<file path="src/rtl/grca_pkg.sv">
// Package: widths, mode codes, item types and rounding for the rotation chain
`timescale 1ns / 1ps
package grca_pkg;

    localparam int DATA_W = 32;
    localparam int ROW_W  = 5;
    localparam int SLOT_W = 3;
    localparam int MODE_W = 2;
    localparam int CS_W   = 18;
    localparam int PROD_W = DATA_W + CS_W;
    localparam int SUM_W  = PROD_W + 1;
    localparam int Q_W    = SUM_W - 16;

    localparam int DEF_ROWS  = 32;
    localparam int DEF_CHAIN = 6;

    localparam logic [MODE_W-1:0] MODE_LOAD  = 2'd0;
    localparam logic [MODE_W-1:0] MODE_PRE   = 2'd1;
    localparam logic [MODE_W-1:0] MODE_ROT   = 2'd2;
    localparam logic [MODE_W-1:0] MODE_DRAIN = 2'd3;

    localparam logic signed [Q_W-1:0] Q_MAX = 35'sh0_7FFF_FFFF;
    localparam logic signed [Q_W-1:0] Q_MIN = 35'sh7_8000_0000;

    // item as it travels down the rotation stages
    typedef struct packed {
        logic [MODE_W-1:0]        mode;
        logic [ROW_W-1:0]         row;
        logic [SLOT_W-1:0]        slot;
        logic signed [DATA_W-1:0] x;
    } t_item;

    // occupancy of one pipeline register, for the row interlock
    typedef struct packed {
        logic             valid;
        logic [ROW_W-1:0] row;
    } t_occ;

    // add one half, shift right by 16, saturate to 32 bits
    function automatic logic signed [DATA_W-1:0] rnd_sat(input logic signed [SUM_W-1:0] s);
        logic signed [SUM_W-1:0] b;
        logic signed [Q_W-1:0]   q;
        b = s + SUM_W'(32768);
        q = b[SUM_W-1:16];
        if (q > Q_MAX) begin
            return Q_MAX[DATA_W-1:0];
        end else if (q < Q_MIN) begin
            return Q_MIN[DATA_W-1:0];
        end
        return q[DATA_W-1:0];
    endfunction

endpackage

</file>
<file path="src/rtl/grca_if.sv">


interface grca_out_if import grca_pkg::*; ();
    logic                     valid;
    logic                     ready;
    logic [ROW_W-1:0]         out_row;
    logic signed [DATA_W-1:0] sample_out;
    logic                     last;

    modport source (output valid, out_row, sample_out, last, input ready);
    modport sink   (input valid, out_row, sample_out, last, output ready);
endinterface

</file>
<file path="src/rtl/grca_out.sv">
// Result register: one result for a rotate, CHAIN results for a drain
`timescale 1ns / 1ps
module grca_out import grca_pkg::*; #(
    parameter int CHAIN = DEF_CHAIN
) (
    input  logic                         i_clk,
    input  logic                         i_rst_n,
    input  logic                         i_valid,
    input  t_item                        i_item,
    input  logic [CHAIN-1:0][DATA_W-1:0] i_vals,
    output logic                         o_adv,
    grca_out_if.source                   o_out_ch
);

    localparam int CNT_W = (CHAIN > 1) ? $clog2(CHAIN) : 1;

    logic r_busy, r_drain;
    logic [ROW_W-1:0] r_row;
    logic [DATA_W-1:0] r_x;
    logic [CHAIN-1:0][DATA_W-1:0] r_vals;
    logic [CNT_W-1:0] r_cnt;

    logic w_last, w_fire, w_free, w_res, w_load;

    always_comb begin
        w_last = !r_drain || (r_cnt == CNT_W'(CHAIN - 1));
        w_fire = r_busy && o_out_ch.ready;
        w_free = !r_busy || (w_fire && w_last);
        // preloads carry no result and leave the pipe freely
        w_res  = (i_item.mode == MODE_ROT) || (i_item.mode == MODE_DRAIN);
        o_adv  = w_free || !(i_valid && w_res);
        w_load = i_valid && w_res && w_free;
    end

    always_ff @(posedge i_clk) begin
        if (!i_rst_n) begin
            r_busy <= 1'b0;
            r_cnt  <= '0;
        end else if (w_load) begin
            r_busy <= 1'b1;
            r_cnt  <= '0;
        end else if (w_fire) begin
            r_busy <= !w_last;
            r_cnt  <= r_cnt + 1'b1;
        end
    end

    always_ff @(posedge i_clk) begin
        if (w_load) begin
            r_drain <= (i_item.mode == MODE_DRAIN);
            r_row   <= i_item.row;
            r_x     <= i_item.x;
            r_vals  <= i_vals;
        end
    end

    assign o_out_ch.valid      = r_busy;
    assign o_out_ch.out_row    = r_row;
    assign o_out_ch.sample_out = r_drain ? r_vals[r_cnt] : r_x;
    assign o_out_ch.last       = w_last;

endmodule

</file>
<file path="src/flat_wrapper.sv">
// flat-port wrapper written by rule: the top's interface ports become plain ports
module grca_out_flat import grca_pkg::*;
#(
    parameter int CHAIN = DEF_CHAIN
)
  (i_clk, i_rst_n, i_valid, i_item, i_vals, o_adv, o_out_ch_valid, o_out_ch_out_row, o_out_ch_sample_out, o_out_ch_last, o_out_ch_ready);
  grca_out_if o_out_ch_i ();
  input  logic i_clk;
  input  logic i_rst_n;
  input  logic i_valid;
  input  t_item i_item;
  input  logic [CHAIN-1:0][DATA_W-1:0] i_vals;
  output logic o_adv;
  output wire logic [$bits(o_out_ch_i.valid)-1:0] o_out_ch_valid;
  output wire logic [$bits(o_out_ch_i.out_row)-1:0] o_out_ch_out_row;
  output wire logic [$bits(o_out_ch_i.sample_out)-1:0] o_out_ch_sample_out;
  output wire logic [$bits(o_out_ch_i.last)-1:0] o_out_ch_last;
  input wire logic [$bits(o_out_ch_i.ready)-1:0] o_out_ch_ready;
  assign o_out_ch_valid = o_out_ch_i.valid;
  assign o_out_ch_out_row = o_out_ch_i.out_row;
  assign o_out_ch_sample_out = o_out_ch_i.sample_out;
  assign o_out_ch_last = o_out_ch_i.last;
  assign o_out_ch_i.ready = o_out_ch_ready;
  grca_out #(.CHAIN(CHAIN)) u_core (.i_clk(i_clk), .i_rst_n(i_rst_n), .i_valid(i_valid), .i_item(i_item), .i_vals(i_vals), .o_adv(o_adv), .o_out_ch(o_out_ch_i));
endmodule
</file>
<file path="config.mk">
export PLATFORM = sky130hd
export DESIGN_NAME = grca_out_flat
export DESIGN_NICKNAME = d
export VERILOG_FILES = /design/src/rtl/grca_pkg.sv /design/src/rtl/grca_if.sv /design/src/rtl/grca_out.sv /design/src/flat_wrapper.sv
export SDC_FILE = /design/constraint.sdc
export NUM_CORES = 1
export LEC_CHECK = 0
export ABC_CLOCK_PERIOD_IN_PS = 23500
export BUFFER_PORTS_ARGS = -buffer_cell sky130_fd_sc_hd__clkbuf_2
export CORE_MARGIN = 4
export CORE_UTILIZATION = 34
export CTS_CLUSTER_SIZE = 8
export DETAILED_ROUTE_END_ITERATION = 8
export HOLD_SLACK_MARGIN = 0.05
export SYNTH_ARGS = -nofsm -noshare
export SYNTH_HDL_FRONTEND = slang
export SYNTH_SLANG_ARGS = --single-unit
</file>
<file path="constraint.sdc">
create_clock -name i_clk -period 23.5 [get_ports i_clk]
set_input_delay 2.35 -clock i_clk [delete_from_list [all_inputs] [get_ports i_clk]]
set_output_delay 2.35 -clock i_clk [all_outputs]
set_load 0.02 [all_outputs]
</file>
### Word-level counts from Yosys, hierarchy flattened

Index checks and enable logic that the tools add are counted.

* bits in registers: 234
* latch bits: 0
* RAM bits: 0
* bits in read-only memories: 0
* bits of input ports: 238
* output and inout port bits: 40
* word-level logic and storage cells: 36
* memories: 0

* add/sub/neg operators: 1
* $mul: 0
* divide/modulo/power cells: 0
* $lt $le $gt $ge: 1
* eq/ne operators: 3
* shift-type cells: 0
* mux-type cells: 5
* bitwise logic cells: 1
* reductions and logical operators: 14

Operator list (count)
* binary-select mux 32 bit (select 3 bit): 1
* 2-to-1 mux 32 bit: 2
* equality test 2 bit (second input constant): 2
* logical AND 1 bit: 4
* zero test 1 bit: 4
* logical OR 1 bit: 4
* less-than comparator 3 x 4 -> 1 bit (second input constant): 1
* adder 3 x 1 -> 3 bit (second input constant): 1
* equality test 3 bit (second input constant): 1
* 2-to-1 mux 1 bit: 2
* nonzero test 2 bit: 1
* OR reduction 2 bit: 1
* inverter 1 bit: 1

### Longest topological paths before layout

Gate-level depths: netlist (run 1).

* word-level depth: 6
* mapped depth: 8
* depth with buffers taken out: 6

### Worst setup path before layout (run 1)

OpenSTA, ideal clock, no wires.

* path kind: input to register
* start point: in o_out_ch_ready
* end point: reg u_core.r_row[0], in the netlist u_core.o_out_ch.out_row[0] (enable)
* library setup time: 1.138 ns
* arrival: 18.467 ns
* required time: 22.362 ns
* path slack: 3.895 ns
* cell stages on the path: 2
* path buffers: 0
* cell sequence: nand3_1 o21ai_0

* cells in the longest elaborated chain, start to end: 4

Ends and longest elaborated chain
* start: declaration: RTL line flat_wrapper.sv:18 `input wire logic [$bits(o_out_ch_i.ready)-1:0] o_out_ch_ready;`
* logical AND 1 bit: RTL line grca_out.sv:27 `w_fire = r_busy && o_out_ch.ready;`
* logical AND 1 bit: RTL line grca_out.sv:28 `w_free = !r_busy || (w_fire && w_last);`
* logical OR 1 bit: RTL line grca_out.sv:28
* logical AND 1 bit: RTL line grca_out.sv:32 `w_load = i_valid && w_res && w_free;`
* via u_core.w_load: RTL line grca_out.sv:23 `logic w_last, w_fire, w_free, w_res, w_load;`
* end signal: assignment: RTL line grca_out.sv:51 `r_row <= i_item.row;`
* end: declaration: RTL line grca_out.sv:18 `logic [ROW_W-1:0] r_row;`

The timed path passes the listed nets, and every way through them passes these cells.
A chain may end at the register's enable or synchronous reset.

### Worst setup path in the final report (run 1)

* start point: reg u_core.r_cnt[0]
* end point: out o_out_ch_sample_out[21]

* cells in the longest elaborated chain, start to end: 3

Ends and longest elaborated chain
* start: declaration: RTL line grca_out.sv:21 `logic [CNT_W-1:0] r_cnt;`
* start signal: assignment: RTL line grca_out.sv:44 `r_cnt <= r_cnt + 1'b1;`
* binary-select mux 32 bit (select 3 bit): RTL line grca_out.sv:59 `assign o_out_ch.sample_out = r_drain ? r_vals[r_cnt] : r_x;`
* 2-to-1 mux 32 bit (implied by the code): RTL line grca_out.sv:59
* 2-to-1 mux 32 bit: RTL line grca_out.sv:59
* end: declaration: RTL line flat_wrapper.sv:16 `output wire logic [$bits(o_out_ch_i.sample_out)-1:0] o_out_ch_sample_out;`

No other way between the ends. The select of a mux whose other input is x is not followed.

==> out/qor.yml, run 1 <==
timing:
  period_minus_slack_ns: 5.34
  finalHoldViolCount: 0
  fin_crit_sh: 0.227
  slew_headroom: 0.279
  slew_violations: 0
  final.setup.tns_ns: 0
  tightestPinTransition_ns: 1.08
  finalSetupViolCount: 0
  rsz0062_at_grt: "no"
  fin_worst_skew_ns: 0.00625
  max_freq_ghz: 0.187
finish:
  area_growth_syn_to_layout_pct: 30.7
  fin_area_sq_mm: 0.0116
  layout_commonest_cell: "clkbuf_2"
  final_cell_mix: "274 x clkbuf_2, 230 x edfxtp_1, 37 x clkbuf_16"
  num-nets-final: 978
  final_cell_count_no_fill: 1079
  final_layout_size_suffix_gt1_frac: 0.520
die:
  dieArea_sq_mm: 0.0288
  die_w_um: 170
  start_util: 0.349
  die_h_um: 170
  core_area_sq_mm: 0.0255
  rows: 58
  io-pin-count: 278
clock_tree:
  cts_buffers: 35
  cts_setup_buffers: 0
  cts_resized: 0
  cts_tree: "yes"
  cts.path.max_buffers: 3
  htreeDepth: 2
  postCtsHoldBufs: 0
  clock_sinks: 234
  clkTransAtPathRegs_ns: 0.05
  cts-root-buf: "clkbuf_16"
  clock_latency_ns: 0.49
yosys:
  synth_top_area_frac: 0.778
  yosysWarnings: 0
  ys_types: 26
  synth_area_sq_mm: 0.00888
  ys_seq_area_frac: 0.787
  yosys_register_bits: 234
  synth_fp_nets: 684
  yosys_most_used_dff: "edfxtp_1"
  synthArstFlopShare: 0
  synth_area_leaders: "edfxtp_1 78%, mux4_2 8.1%, mux2_2 4.1%"
  syn_area_per_cell_sq_um: 20.0
  synth_edf_count: 230
  synth_cells: 444
  synth_top_cell_by_area: "edfxtp_1"
detailed_routing:
  drtIter0Drc: 383
  wl_per_cell_um: 19.9
  dr.pass1.iters: 4
  viasPerCell: 4.78
  ant_nets: 0
  wl_mm: 21.4
  vias: 5158
  drc: 0
worst_setup_path:
  r2r_start: "u_core.r_cnt[0]$_SDFFE_PP0P_"
  startpoint: "u_core.r_cnt[0]$_SDFFE_PP0P_"
  cp.required_ns: 21.15
  arrival_ns: 2.99
  slowest_stage: "dfxtp_4"
  reg2reg_depth: 6
  cp_slowest_stage_delay_ns: 0.69
  end_kind: "primary output"
  worst-path-stages: 5
  critPathTopFamily: "buffers and inverters"
  crit_fanout: 39
  path_class: "register to primary output"
  path_buf_inv: 2
  startpoint_type: "register"
  worstPathCellList: "buf_4 > mux4_2 > a22oi_1 > a21oi_1 > clkbuf_2"
placement:
  dp_hpwl_mm: 14.4
  numPortBuffers: 274
  place_area_sq_mm: 0.0106
  dp.cells: 1031
  routabilityCongestion: 0.771
pwr:
  p_leak_uw: 0.00438
  power_uw: 1020
  vdd_ir_drop_max_mv: 0.0500
  p_per_area_mw_per_mm2: 87.6
grt:
  grt_pass1_vias: 5568
  grt_use_met2: 0.253
  grt-ovfl-total: 0
  antenna_found_initial: 3
  busiest_layer: "met2"
  grt_max_degree: 84
  grt_pass1_wl_mm: 31.5
  use_met3: 0.0403
  track_usage: 0.145
  grt_util_met1: 0.170
hold_path:
  hold_depth: 1
  min_path_type: "register to register"
  min_from: "u_core.o_out_ch.valid$_SDFFE_PN0P_"
run_status:
  run_status: "complete, no violations"
run:
  maxCapViolCount: 0
==> sequential cells by signal, summed over array words and instances, names as in the netlist <==
| signal | flops |
|---|---|
| u_core.r_vals | 192 |
| u_core.r_cnt | 3 |
| u_core.o_out_ch.out_row | 5 |
| u_core.o_out_ch.valid | 1 |
| u_core.r_drain | 1 |
| u_core.r_x | 32 |
==> path summary, 6_finish.rpt <==
path	endpoint	slack (ns)
worst max-delay path	o_out_ch_sample_out[21]	18.16
worst min-delay path	u_core.r_cnt[1]$_SDFFE_PP0P_	0.59
worst max register to register	u_core.r_vals[135]$_DFFE_PP_	19.31
worst min register to register	u_core.r_cnt[1]$_SDFFE_PP0P_	0.59
==> cell usage after synthesis, types with 2 or more instances <==
cell	instances
and2_1	2
a21oi_1	33
buf_2	4
nor2_1	33
a21boi_0	3
dfxtp_1	4
buf_4	4
clkbuf_1	14
nand2_1	2
mux4_2	32
buf_6	2
nand3_1	3
a22oi_1	32
ha_1	2
mux2_2	32
edfxtp_1	230
inv_1	3
==> through the flow <==
step | setup slack [ns] | utilization | hold WS (ns)
4_1_cts | 18.00 | 0.455 | 0.572
3_5_place_dp | 18.18 | 0.417 | 0.570
5_1_grt | 17.88 | 0.456 | 0.613
3_3_place_gp | 18.20 | 0.417 | 0.579
2_1_floorplan | 3.89 | - | 0.636
6_report | 18.16 | 0.456 | 0.586
==> logic make-up (layout without fill, tap and decap cells) <==
kind of cell,Yosys count,after routing,share of synthesized area
compound gates,73,73,0.0524
xor+xnor,1,1,0.000987
fa+ha+maj,2,2,0.00282
buf+inv,28,330,0.0158
flops,234,234,0.787
mux,64,64,0.122
other cells,0,3,0
simple gates,42,42,0.0194
==> area by class of cell <==
type / count / area, sq um
fillers: 2216 / 13900
flip-flops and latches: 234 / 6990
multi-input cells: 182 / 1770
repair buffers: 282 / 1430
clock buffers: 43 / 948
well taps: 330 / 413
clock inverters: 2 / 33.8
inverters: 3 / 11.3
diodes: 3 / 7.51
==> per-layer routing <==
metal | part of all wire | vias to the layer above
li1 | - | 2394
met1 | 0.38 | 2542
met2 | 0.52 | 174
met3 | 0.063 | 48
met4 | 0.034 | 0
met5 | 0 | -
==> power breakdown <==
part / switching, uW / internal (uW)
Sequential: 6.27 / 488
Clock: 161 / 289
Combinational: 38.5 / 33.6
Power figures use the tool's default switching activity.
==> run 2, diff against run 1 <==
--- a/config.mk
+++ b/config.mk
@@ -5,7 +5,7 @@
 export SDC_FILE = /design/constraint.sdc
 export NUM_CORES = 1
 export LEC_CHECK = 0
-export ABC_CLOCK_PERIOD_IN_PS = 23500
+export ABC_CLOCK_PERIOD_IN_PS = 5200
 export BUFFER_PORTS_ARGS = -buffer_cell sky130_fd_sc_hd__clkbuf_2
 export CORE_MARGIN = 4
 export CORE_UTILIZATION = 34
==> constraint.sdc (replaced) <==
create_clock -name i_clk -period 5.2 [get_ports i_clk]
set_input_delay 0.52 -clock i_clk [delete_from_list [all_inputs] [get_ports i_clk]]
set_output_delay 0.52 -clock i_clk [all_outputs]
set_load 0.02 [all_outputs]
==> out/qor.yml, run 2 (synthesis gave the netlist of run 1 again) <==
timing:
  final.setup.tns_ns: 0  # unchanged
  slew_violations: 0  # unchanged
  max_freq_ghz: 0.300
  period_minus_slack_ns: 3.34
  slew_headroom: 0.257  # was 0.279
  fin_crit_sh: 0.642
  rsz0062_at_grt: "no"  # unchanged
  finalSetupViolCount: 0  # unchanged
  fin_worst_skew_ns: 0.0156  # was 0.00625 ns
  finalHoldViolCount: 0  # unchanged
  tightestPinTransition_ns: 1.11  # was 1.08 ns
die:
  io-pin-count: 278  # unchanged
  dieArea_sq_mm: 0.0288  # unchanged
  start_util: 0.349  # unchanged
  die_w_um: 170  # unchanged
  die_h_um: 170  # unchanged
  rows: 58  # unchanged
  core_area_sq_mm: 0.0255  # unchanged
detailed_routing:
  drc: 0  # unchanged
  viasPerCell: 4.76  # was 4.78
  wl_mm: 21.1  # was 21.4 mm
  dr.pass1.iters: 4  # unchanged
  wl_per_cell_um: 19.6  # was 19.9 um
  vias: 5128  # was 5158
  ant_nets: 0  # unchanged
  drtIter0Drc: 354  # was 383
finish:
  largest_reg_flops: 192  # unchanged
  fin_area_sq_mm: 0.0116  # about the same
  layout_commonest_cell: "clkbuf_2"  # unchanged
  area_growth_syn_to_layout_pct: 30.8  # was 30.7%
  final_cell_mix: "274 x clkbuf_2, 230 x edfxtp_1, 36 x clkbuf_16"  # was 274 x clkbuf_2, 230 x edfxtp_1, 37 x clkbuf_16
  n_fill_cell: 2246  # was 2216
  regMostFlops: "u_core.r_vals"  # unchanged
  final_cell_count_no_fill: 1077  # was 1079
  num-nets-final: 978  # unchanged
  final_layout_size_suffix_gt1_frac: 0.521  # was 0.520
placement:
  dp.cells: 1031  # unchanged
  routabilityCongestion: 0.729  # was 0.771
  dp_hpwl_mm: 14.3  # was 14.4 mm
  place_area_sq_mm: 0.0106  # about the same
  numPortBuffers: 274  # unchanged
grt:
  grt_max_degree: 96  # was 84
  grt_pass1_vias: 5487  # was 5568
  track_usage: 0.143  # was 0.145
  grt_pass1_wl_mm: 31.4  # was 31.5 mm
  antenna_found_initial: 4  # was 3
  grt-ovfl-total: 0  # unchanged
worst_setup_path:
  path_buf_inv: 3  # was 2
  slowest_stage: "dfxtp_2"  # was dfxtp_4
  cp_slowest_stage_delay_ns: 0.84  # was 0.69 ns
  path_class: "register to primary output"  # unchanged
  crit_fanout: 24  # was 39
  end_kind: "primary output"  # unchanged
  worstPathCellList: "inv_1 > ha_1 > a21boi_0 > inv_1 > a21boi_0 > nand2_1 > clkbuf_2"  # was buf_4 > mux4_2 > a22oi_1 > a21oi_1 > clkbuf_2
  startpoint_type: "register"  # unchanged
  critPathTopFamily: "flip-flops"  # was buffers and inverters
  cp.required_ns: 4.68  # was 21.15 ns
  arrival_ns: 2.82  # was 2.99 ns
clock_tree:
  cts.path.max_buffers: 3  # unchanged
  cts_buffers: 35  # unchanged
  htreeDepth: 2  # unchanged
  cts-root-buf: "clkbuf_16"  # unchanged
  cts_tree: "yes"  # unchanged
  clock_latency_ns: 0.50  # was 0.49 ns
  clock_sinks: 234  # unchanged
  cts_resized: 0  # unchanged
  postCtsHoldBufs: 0  # unchanged
  clkTransAtPathRegs_ns: 0.05  # about the same
  cts_setup_buffers: 0  # unchanged
pwr:
  vdd_ir_drop_max_mv: 0.285  # was 0.0500 mV
  p_per_area_mw_per_mm2: 395  # was 87.6 mW/mm^2
  power_uw: 4590  # was 1020 uW
  p_leak_uw: 0.00438  # about the same
run_status:
  run_status: "complete, no violations"  # unchanged
run:
  maxCapViolCount: 0  # unchanged
hold_path:
  min_path_type: "input port to register"  # was register to register
==> run 2: cell types whose count changed in the layout (fill, tap and decap cells not counted), sizes merged <==
cell | previous run | this run
diode | 3 | 1
clkbuf | 317 | 316
inv | 3 | 4
==> run 2: final timing paths <==
| path | start | end | slack, ns | cells after the start |
|---|---|---|---|---|
| worst max-delay path | u_core.r_cnt[1]$_SDFFE_PP0P_ | o_adv | 1.86 | 7 |
| worst min-delay path | i_item[31] | u_core.r_x[31]$_DFFE_PP_ | 0.20 | 1 |
| worst max register to register | u_core.r_cnt[1]$_SDFFE_PP0P_ | u_core.o_out_ch.out_row[0]$_DFFE_PP_ | 2.48 | 5 |
| worst min register to register | u_core.o_out_ch.valid$_SDFFE_PN0P_ | u_core.r_cnt[1]$_SDFFE_PP0P_ | 0.65 | 2 |
==> run 2: per-layer routing <==
| metal | global-route usage | part of all wire | vias up |
|---|---|---|---|
| li1 | - | - | 2393 |
| met1 | 0.177 | 0.40 | 2487 |
| met2 | 0.241 | 0.50 | 203 |
| met3 | 0.0408 | 0.072 | 39 |
| met4 | 0.0501 | 0.024 | 6 |
| met5 | 0 | 0.0018 | - |
==> run 2: area by class of cell <==
cell class | count | area (sq um) | area share
clock buffers | 42 | 923 | 0.0795
well taps | 330 | 413 | 0.0356
diodes | 1 | 2.50 | 0.000215
inverters | 3 | 11.3 | 0.000970
flip-flops and latches | 234 | 6990 | 0.602
clock inverters | 3 | 55.1 | 0.00474
multi-input cells | 182 | 1770 | 0.153
repair buffers | 282 | 1440 | 0.124
==> run 2: stage by stage <==
step                utilization  setup WS [ns]  hold slack [ns]
floorplan                     -         0.0206            0.619
global placement          0.417           2.34            0.604
detailed placement        0.417           2.33            0.616
CTS                       0.456           1.79            0.169
global route              0.456           1.57            0.173
finish                    0.456           1.86            0.197
==> run 2: where the power goes <==
group	switching, uW	internal (uW)	leakage, uW	total (uW)
sequential	29.2	2210	0.00220	2230
clock	740	1280	0.000476	2020
combinational	175	154	0.00170	328
==> run 3, diff against run 2 <==
--- a/config.mk
+++ b/config.mk
@@ -5,7 +5,8 @@
 export SDC_FILE = /design/constraint.sdc
 export NUM_CORES = 1
 export LEC_CHECK = 0
-export ABC_CLOCK_PERIOD_IN_PS = 5200
+export ABC_AREA = 1
+export ABC_CLOCK_PERIOD_IN_PS = 3300
 export BUFFER_PORTS_ARGS = -buffer_cell sky130_fd_sc_hd__clkbuf_2
 export CORE_MARGIN = 4
 export CORE_UTILIZATION = 34
==> constraint.sdc (replaced) <==
create_clock -name i_clk -period 3.3 [get_ports i_clk]
set_input_delay 0.33 -clock i_clk [delete_from_list [all_inputs] [get_ports i_clk]]
set_output_delay 0.33 -clock i_clk [all_outputs]
set_load 0.02 [all_outputs]
==> out/qor.yml, run 3 <==
timing:
  final.setup.tns_ns: 0  # unchanged
  fin_worst_skew_ns: 0.0170  # was 0.0156 ns
  max_freq_ghz: 0.381
  tightestPinTransition_ns: 0.757  # was 1.11 ns
  rsz0062_at_grt: "no"  # unchanged
  finalHoldViolCount: 0  # unchanged
  slew_violations: 0  # unchanged
  fin_crit_sh: 0.794
  slew_headroom: 0.495  # was 0.257
  holdWs_ns: 0.117  # was 0.197 ns
  period_minus_slack_ns: 2.62
  finalSetupViolCount: 0  # unchanged
die:
  start_util: 0.348  # was 0.349
  die_h_um: 180  # was 170 um
  io-pin-count: 278  # unchanged
  rows: 62  # was 58
  dieArea_sq_mm: 0.0324  # was 0.0288 sq mm
  die_w_um: 180  # was 170 um
  core_area_sq_mm: 0.0289  # was 0.0255 sq mm
finish:
  final_cell_mix: "293 x nand2_1, 274 x clkbuf_2, 230 x edfxtp_1"  # was 274 x clkbuf_2, 230 x edfxtp_1, 36 x clkbuf_16
  layout_commonest_cell: "nand2_1"  # was clkbuf_2
  fin_area_sq_mm: 0.0152  # was 0.0116 sq mm
  multi_input_area_sq_mm: 0.00200  # was 0.00177 sq mm
  num-nets-final: 1730  # was 978
  n_fill_cell: 2417  # was 2246
  area_growth_syn_to_layout_pct: 50.8  # was 30.8%
  regMostFlops: "u_core.r_vals"  # unchanged
  register_area_sq_mm: 0.00699  # unchanged
  fin_util: 0.525  # was 0.456
  largest_reg_flops: 192  # unchanged
  final_layout_size_suffix_gt1_frac: 0.225  # was 0.521
pwr:
  combPwrFrac: 0.100  # was 0.072
  internal-power_uw: 5870  # was 3640 uW
  p_sw_frac: 0.217  # was 0.206
  p_per_area_mw_per_mm2: 494  # was 395 mW/mm^2
  p_leak_uw: 0.00716  # was 0.00438 uW
  switching_power_uw: 1630  # was 944 uW
  p_clk_frac: 0.439  # was 0.441
  vdd_ir_drop_max_mv: 0.377  # was 0.285 mV
  power_uw: 7500  # was 4590 uW
  power_frac_seq: 0.461  # was 0.487
clock_tree:
  cts-root-buf: "clkbuf_16"  # unchanged
  cts_tree: "yes"  # unchanged
  cts_setup_buffers: 0  # unchanged
  cts.path.max_buffers: 3  # unchanged
  htreeDepth: 2  # unchanged
  cts_buffers: 35  # unchanged
  clock_latency_ns: 0.49  # was 0.50 ns
  clkTransAtPathRegs_ns: 0.05  # about the same
  clock_sinks: 234  # unchanged
worst_setup_path:
  crit_fanout: 24  # unchanged
  arrival_ns: 2.29  # was 2.82 ns
  critPathTopFamily: "buffers and inverters"  # was flip-flops
  startpoint_type: "register"  # unchanged
  path_buf_inv: 2  # was 3
  slowest_stage: "dfxtp_2"  # unchanged
  cp.required_ns: 2.97  # was 4.68 ns
  worstPathCellList: "buf_4 > nand3_1 > nand2_1 > nand2_1 > a21oi_1 > clkbuf_2"  # was inv_1 > ha_1 > a21boi_0 > inv_1 > a21boi_0 > nand2_1 > clkbuf_2
  end_kind: "primary output"  # unchanged
  cp_slowest_stage_delay_ns: 0.59  # was 0.84 ns
  path_class: "register to primary output"  # unchanged
  crit_top_cell: "nand2_1"
placement:
  routabilityCongestion: 0.800  # was 0.729
  place_area_sq_mm: 0.0119  # was 0.0106 sq mm
  numPortBuffers: 274  # unchanged
  dp_hpwl_mm: 17.4  # was 14.3 mm
grt:
  grt_pass1_vias: 8730  # was 5487
  grt_max_degree: 80  # was 96
  grt-ovfl-total: 0  # unchanged
  track_usage: 0.180  # was 0.143
  grt_pass1_wl_mm: 46.1  # was 31.4 mm
  antenna_found_initial: 5  # was 4
detailed_routing:
  wl_mm: 29.9  # was 21.1 mm
  vias: 8312  # was 5128
  wl_per_cell_um: 15.7  # was 19.6 um
  drtIter0Drc: 435  # was 354
  dr.pass1.iters: 7  # was 4
  ant_nets: 0  # unchanged
  viasPerCell: 4.37  # was 4.76
  drc: 0  # unchanged
run:
  maxCapViolCount: 0  # unchanged
yosys:
  synth_top_area_frac: 0.686  # was 0.778
  synth_fp_nets: 1216  # was 684
  synth_edf_count: 230  # unchanged
  syn_area_per_cell_sq_um: 10.3  # was 20.0 sq um
  synth_cells: 976  # was 444
  synthArstFlopShare: 0  # unchanged
  yosysWarnings: 0  # unchanged
  ys_top_cells_by_count: "298 x nand2_1, 230 x edfxtp_1, 230 x inv_1"  # was 230 x edfxtp_1, 33 x a21oi_1, 33 x nor2_1
  yosys_most_used_dff: "edfxtp_1"  # unchanged
  synth_area_leaders: "edfxtp_1 69%, nand2_1 11%, inv_1 8.6%"  # was edfxtp_1 78%, mux4_2 8.1%, mux2_2 4.1%
  yosys_register_bits: 234  # unchanged
  synth_area_sq_mm: 0.0101  # was 0.00888 sq mm
  ys_seq_area_frac: 0.694  # was 0.787
  synth_top_cell_by_area: "edfxtp_1"  # unchanged
  ys_types: 18  # was 26
  yosysMostFrequentCell: "nand2_1"  # was edfxtp_1
hold_path:
  min_path_type: "input port to register"  # unchanged
run_status:
  run_status: "complete, no violations"  # unchanged
==> run 3: cell count changes in the layout (fill, tap and decap cells not counted), sizes merged, moves of 32 or more <==
cell / change
inv: +225
nand2: +296
mux2: -32
dlygate4sd3: +229
mux4: -32
a22oi: -32
nand3: +95
==> run 3: metal layers <==
| layer | vias to the layer above | GRT usage | wire length, um |
|---|---|---|---|
| met4 | 0 | 0.0762 | 1130 |
| met5 | - | 0 | 0 |
| met1 | 3827 | 0.207 | 11300 |
| met3 | 77 | 0.0416 | 1960 |
| li1 | 4083 | - | - |
| met2 | 325 | 0.321 | 15500 |
==> run 3: cell families (layout without fill, tap and decap cells) <==
logic type / after synthesis / count (layout) / synth area share
other: 0 / 5 / 0
AOI/OAI and AO/OA: 34 / 34 / 0.0171
xor gates and xnor gates: 2 / 2 / 0.00174
and+or+nand+nor: 432 / 432 / 0.174
buffers and inverters: 272 / 807 / 0.111
DFF: 234 / 234 / 0.694
adders and majority gates: 2 / 2 / 0.00248
==> run 3: tightest hold or removal path: stages <==
cell	delay, ns
clkbuf_2	0.08
nand2_1	0.05
inv_1	0.05
==> run 3: stage by stage <==
step	setup slack, ns	std cells
final	0.679	1900
after global routing	0.457	1900
after CTS	0.582	1895
after detailed placement	1.00	1608
after global placement	1.02	1608
after floorplan	-1.65	976
==> run 3: layout make-up <==
class / instances / share of cell area
Inverter: 231 / 0.0576
Antenna cell: 5 / 0.000824
Timing Repair Buffer: 518 / 0.251
Clock buffer: 57 / 0.0666
Sequential cell: 234 / 0.460
Clock inverter: 1 / 0.000330
Tap cell: 384 / 0.0316
Multi-Input combinational cell: 470 / 0.131
==> run 3: path summary, 6_finish.rpt <==
kind | from | cells past startpoint | to | slack [ns]
hold reg to reg | u_core.r_cnt[2]$_SDFFE_PP0P_ | 2 | u_core.r_cnt[2]$_SDFFE_PP0P_ | 0.57
setup / recovery | u_core.r_cnt[1]$_SDFFE_PP0P_ | 6 | o_out_ch_sample_out[29] | 0.68
hold / removal | i_item[40] | 3 | u_core.r_drain$_DFFE_PP_ | 0.12
setup reg to reg | u_core.r_cnt[1]$_SDFFE_PP0P_ | 10 | u_core.r_x[3]$_DFFE_PP_ | 1.00
==> run 3: power groups by stage <==
stage | sequential [uW] | clock (uW) | combinational, uW
floorplan | 3530 | 0 | 260
CTS | 3460 | 3380 | 735
global placement | 3510 | 0 | 505
finish | 3460 | 3290 | 746
detailed placement | 3520 | 0 | 512
global route | 3470 | 3510 | 818
==> run 3: repair_timing <==
item / in CTS / in global routing
hold buffers: 229 / 0
resized for setup: 0 / 0
hold endpoints to repair: 229 / 0
